==> config.mk <==
export PLATFORM = sky130hd
export DESIGN_NAME = fcct_cell
export DESIGN_NICKNAME = d
export VERILOG_FILES = /design/src/hdl/fcct_pkg.sv /design/src/hdl/fcct_cell.sv
export SDC_FILE = /design/constraint.sdc
export NUM_CORES = 2
export LEC_CHECK = 0
export ABC_AREA = 1
export BUFFER_PORTS_ARGS = -buffer_cell sky130_fd_sc_hd__buf_2
export CAP_MARGIN = 15
export CORE_ASPECT_RATIO = 2
export CORE_MARGIN = 1.5
export CORE_UTILIZATION = 41
export CTS_BUF_LIST = sky130_fd_sc_hd__clkbuf_16
export DETAILED_ROUTE_END_ITERATION = 7
export GPL_TIMING_DRIVEN = 0
export MAX_ROUTING_LAYER = met4
export PLACE_DENSITY_LB_ADDON = 0.2
export REMOVE_ABC_BUFFERS = 1
export SYNTH_ARGS = -nofsm -noshare
export SYNTH_HDL_FRONTEND = slang
export SYNTH_SLANG_ARGS = --single-unit
export TNS_END_PERCENT = 50
==> constraint.sdc <==
create_clock -name clock -period 17.68 [get_ports clock]
set_input_delay 3.536 -clock clock [delete_from_list [all_inputs] [get_ports clock]]
set_output_delay 3.536 -clock clock [all_outputs]
set_load 0.1 [all_outputs]
==> src/hdl/fcct_pkg.sv <==
// Shared types and constants for the frustum corner cull test unit.
// Used by fcct_cell, frustum_corner_cull_test_unit and fcct_checker; depends on nothing.
package fcct_pkg;

   localparam int COORD_W        = 16;   // Q12.4 corner coordinate
   localparam int PLANE_W        = 64;   // packed plane register
   localparam int NUM_PLANE_REGS = 6;    // planes that have a register
   localparam int NUM_PLANES_DEF = 6;
   localparam int CSR_INDEX_W    = 3;
   localparam int PROD_W         = 32;   // Q1.14 * Q12.4 product
   localparam int DIST_W         = 34;   // sum of three products and the offset
   localparam int OFFSET_SHIFT   = 14;   // aligns the Q12.4 offset to 18 fraction bits
   localparam int REQ_DATA_W     = 48;
   localparam int RSP_DATA_W     = 8;

   // One corner as it travels down the row of plane cells.
   typedef struct packed {
      logic                       valid;
      logic                       last;
      logic signed [COORD_W-1:0]  x;
      logic signed [COORD_W-1:0]  y;
      logic signed [COORD_W-1:0]  z;
      logic                       all_front;    // every plane so far saw a front corner
      logic                       none_behind;  // this corner is behind no plane so far
   } beat_type;

endpackage

==> src/hdl/fcct_cell.sv <==
// One plane cell: holds a plane register and its per-box front flag, and
// passes each corner on to the next cell. Depends on fcct_pkg.
module fcct_cell import fcct_pkg::*; (
   input  logic                clock,
   input  logic                reset,
   input  logic                enable,
   input  logic                plane_we,
   input  logic [PLANE_W-1:0]  plane_wdata,
   input  beat_type            beat_in,
   output beat_type            beat_out
);

   logic [PLANE_W-1:0]       plane_ff, plane_in;
   beat_type                 beat_ff;
   logic signed [PROD_W-1:0] prod_x_ff, prod_x_in;
   logic signed [PROD_W-1:0] prod_y_ff, prod_y_in;
   logic signed [PROD_W-1:0] prod_z_ff, prod_z_in;
   logic                     seen_ff, seen_in;
   logic signed [DIST_W-1:0] offset;
   logic signed [DIST_W-1:0] dist_sum;
   logic                     front;

   assign plane_in  = plane_we ? plane_wdata : plane_ff;

   assign prod_x_in = beat_in.x * $signed(plane_ff[15:0]);
   assign prod_y_in = beat_in.y * $signed(plane_ff[31:16]);
   assign prod_z_in = beat_in.z * $signed(plane_ff[47:32]);

   assign offset   = DIST_W'($signed(plane_ff[63:48])) <<< OFFSET_SHIFT;
   assign dist_sum = DIST_W'(prod_x_ff) + DIST_W'(prod_y_ff) + DIST_W'(prod_z_ff) + offset;
   assign front    = ~dist_sum[DIST_W-1];

   // The front flag belongs to the current box; the last corner closes it.
   always_comb begin
      seen_in = seen_ff;
      if (enable && beat_ff.valid) begin
         seen_in = beat_ff.last ? 1'b0 : (seen_ff | front);
      end
   end

   always_comb begin
      beat_out             = beat_ff;
      beat_out.all_front   = beat_ff.all_front & (seen_ff | front);
      beat_out.none_behind = beat_ff.none_behind & front;
   end

   always_ff @(posedge clock) begin
      if (reset) begin
         plane_ff      <= '0;
         beat_ff.valid <= 1'b0;
         seen_ff       <= 1'b0;
      end else begin
         plane_ff <= plane_in;
         seen_ff  <= seen_in;
         if (enable) begin
            beat_ff <= beat_in;
         end
      end
   end

   always_ff @(posedge clock) begin
      if (enable) begin
         prod_x_ff <= prod_x_in;
         prod_y_ff <= prod_y_in;
         prod_z_ff <= prod_z_in;
      end
   end

endmodule

==> impl_summary.log <==
[metrics] count of hold-fix buffers inserted at cts: 0
[metrics] leading cell types in the layout, fill and taps excluded: sky130_fd_sc_hd__inv_1 (1305), sky130_fd_sc_hd__nand2_1 (959), sky130_fd_sc_hd__fa_1 (836)
[metrics] pin count of the biggest net entering global routing: 75
[metrics] via count of the first global-routing pass: approximately 33000
[metrics] Die Outline Area: roughly 100000 sq um
[metrics] per-cell routed wire length: 19.1 microns
[metrics] number of nets in the finished design: 5876
[metrics] instance count on the critical path: 19
[metrics] syn avg cell area: between 8 and 9 sq um
[metrics] most common cell after layout, fill and taps aside: sky130_fd_sc_hd__inv_1
[metrics] cell class contributing the biggest share of worst-path delay: adder cells
[metrics] internal power: 3.53 mW
[metrics] stage delay of the slowest cell on the critical path: a little over 0.9 ns
[metrics] via count: ~30000
[metrics] wire length of the first global-routing pass: 178000 microns
[metrics] final count of hold timing violations: 0
[metrics] clk_lat worst skew: around 0.62 ns
[metrics] kind of start point of the critical path: input pin
[metrics] number of max-cap violations: 0
[metrics] number of slew-limit violations in the final report: 0
[metrics] kind of capture point of the worst setup path: flop
[metrics] number of warnings printed during yosys synthesis: 0
[metrics] CP Buf/Inv Count: 5
[metrics] cell at the root of the clock tree: sky130_fd_sc_hd__clkbuf_16
[metrics] dpl hpwl: roughly 94000 microns
[metrics] fill count: around 10000
[metrics] Initial DRC Count: 1210
[metrics] maximum clock skew at final layout: approximately 0.016 ns
[metrics] Switch Pwr: about 4.7 mW
[metrics] clock network fraction of total power: 0.072
[metrics] TritonCTS buffer count: 27
[metrics] Vias/cell: around 5.0
[metrics] Sinks on Clock Net: about 210
[metrics] Total Wirelength: between 100000 and 150000 microns
[metrics] Cells on Worst Hold Path: 2
[metrics] Setup Total Neg Slack: 0 ns
[metrics] pwr dens: 195 nW/um^2
[metrics] placement row count: about 160
[metrics] synthesized instance count: about 4700
[metrics] status: completed
[metrics] Die Ht: approximately 450 microns
[metrics] summed area of non-filler cells in the final layout: 42500 sq um
[metrics] share of the yosys chip area belonging to registers: 0.143
[metrics] worst-margin pin slew: between 0.9 and 1 ns
[metrics] initial cell density of the core: 0.413
[metrics] antenna violations before repair: 3
[metrics] worst voltage drop across the vdd grid: about 0.12 mV
[metrics] net switching share of the total power: 0.572
[metrics] fraction of layout instances using a drive strength above 1: 0.0600
[metrics] clock tree buffer depth: 3
[metrics] total cell area at the placement stage: around 42000 sq um
[metrics] number of failing setup endpoints in the final timing report: 0
[metrics] buffers inserted during post-CTS setup optimization: 0
[metrics] Slew headroom: 0.356
[metrics] Max Clk Rate: approximately 110 MHz
[metrics] final cell utilization of the core: 0.437
[metrics] iteration count of the initial detailed-routing pass: 5
[metrics] area of the core: about 100000 sq um
[metrics] library cell appearing most often on the critical path: sky130_fd_sc_hd__fa_1
[metrics] number of distinct standard cells referenced by the synthesized netlist: around 40
[metrics] data arrival time of the critical path: between 9 and 10 ns
[metrics] Remaining Overflow, GRT: 0
[metrics] leakage component of the power: ~24 nW
[metrics] Hold WC Path Type: reg2reg
[metrics] setup repair after global routing missed its margin: no
[metrics] Layout area overhead: 5.83%
[metrics] quantity of gates resized following cts: 0
[metrics] sequential power share: 0.124
[metrics] die outline width: ~220 microns
[metrics] Combinational Power Share: 0.804
[metrics] GRT Total Usage: 0.242
[metrics] Reg clk slew, reported paths: 0.06 ns
[metrics] CP cell instances: buf_2 -> nand2_1 -> inv_1 -> fa_1 -> fa_1 -> fa_1 -> fa_1 -> fa_1 -> inv_1 -> fa_1 -> inv_1 -> ha_1 -> nand2_1 -> o21ai_0 -> a21oi_1 -> o211ai_1 -> inv_1 -> nand2_1 -> nand2_1
[metrics] final antenna-violating net count: 0
[metrics] overall power consumption: approximately 8.3 mW
[metrics] number of ports placed on the die boundary: between 150 and 200
[metrics] register area: about 5700 sq um
[metrics] clock period minus worst slack: roughly 9 ns
[metrics] #FFs+latches synth: around 210
[metrics] slowest stage cell, crit path: sky130_fd_sc_hd__fa_1
[metrics] H-tree depth reported by CTS: 1
[metrics] final period utilization: 0.524
[metrics] CP Max Fanout: 17
[metrics] Port Buffers: approximately 170
[metrics] required time reported for the critical path endpoint: roughly 18 ns
[metrics] FF-to-FF path depth: 18
[metrics] total standard cell area after synthesis: 40100 sq um
[metrics] final weighted congestion in routability-driven placement: approximately 0.93
[metrics] multi-input logic area: 28400 sq um
[metrics] clock tree from TritonCTS: yes
[metrics] count of unresolved DRC violations after routing: 0
[metrics] critical path start-end classification: in2reg
state kept, by name (all words and copies together) (netlist names):
name,count
prod_z_ff,32
beat_out,50
beat_ff,2
prod_x_ff,32
prod_y_ff,32
seen_ff,1
plane_ff,64
layer usage:
metal	up-vias	track usage	wire, microns
met2	641	0.491	67200
met5	-	-	0
met1	14900	0.223	36500
li1	13300	-	-
met3	285	0.0161	2930
met4	0	0.114	5940
cell families after synthesis:
kind of cell / count (synthesis) / share of synthesized area
buffers and inverters: 1557 / 0.150
AOI/OAI and AO/OA: 300 / 0.0414
DFF: 213 / 0.143
adders and majority gates: 1125 / 0.507
xor gates and xnor gates: 103 / 0.0225
and+or+nand+nor: 1373 / 0.136
stage by stage:
stage	instances	worst slack [ns]	hold slack (ns)
floorplan	4426	9.12	0.505
global placement	5827	6.87	0.512
detailed placement	5832	7.71	0.529
CTS	5882	8.37	0.544
global route	5883	8.19	0.572
finish	5883	8.42	0.540
synth_stat cells (all sizes together):
cell | count | area (sq um)
a21boi | 3 | 22.5
a21o | 12 | 90.1
a21oi | 125 | 656
a31oi | 3 | 18.8
buf | 55 | 395
clkbuf | 190 | 713
dfxtp | 66 | 1320
edfxtp | 147 | 4410
fa | 836 | 16700
ha | 289 | 3620
inv | 1312 | 4920
nand2 | 966 | 3640
nand2b | 2 | 15.0
nand3 | 72 | 380
nand3b | 3 | 22.5
nand4 | 21 | 131
nor2 | 268 | 1030
nor3 | 26 | 150
nor4 | 1 | 6.26
o211ai | 8 | 60.1
o21a | 6 | 45.0
o21ai | 131 | 678
o21bai | 9 | 67.6
o31ai | 3 | 22.5
or2 | 14 | 87.6
xnor2 | 34 | 298
xor2 | 69 | 604
area by class of cell:
type	instances	area share
diodes	1	0.0000589
clock buffers	28	0.0165
clock inverters	22	0.00498
inverters	1312	0.116
multi-input cells	2901	0.668
flip-flops and latches	213	0.135
well taps	1230	0.0362
repair buffers	176	0.0231
worst reg2reg max path, delay by kind of cell, from the launching register on:
| kind | cells | cell delay (ns) |
|---|---|---|
| simple gates | 4 | 0.59 |
| fa+ha+maj | 7 | 3.94 |
| compound gates | 3 | 0.86 |
| buf+inv | 4 | 0.37 |
| flops | 1 | 0.84 |
power by group through the flow:
stage	combinational (mW)	clock, mW	sequential (mW)
2_1_floorplan	4.57	0	1.03
3_3_place_gp	6.67	0	1.04
3_5_place_dp	6.68	0	1.04
4_1_cts	6.76	0.617	1.03
5_1_grt	7.48	0.629	1.04
6_report	6.65	0.595	1.03
final timing paths:
kind | from | to | slack (ns)
setup / recovery | beat_in[17] | prod_z_ff[31] | 8.42
hold / removal | beat_out[51] | beat_out[51] | 0.54
hold reg to reg | beat_out[51] | beat_out[51] | 0.54
setup reg to reg | plane_ff[33] | prod_z_ff[31] | 10.83
(Power assumes the default switching activity.)
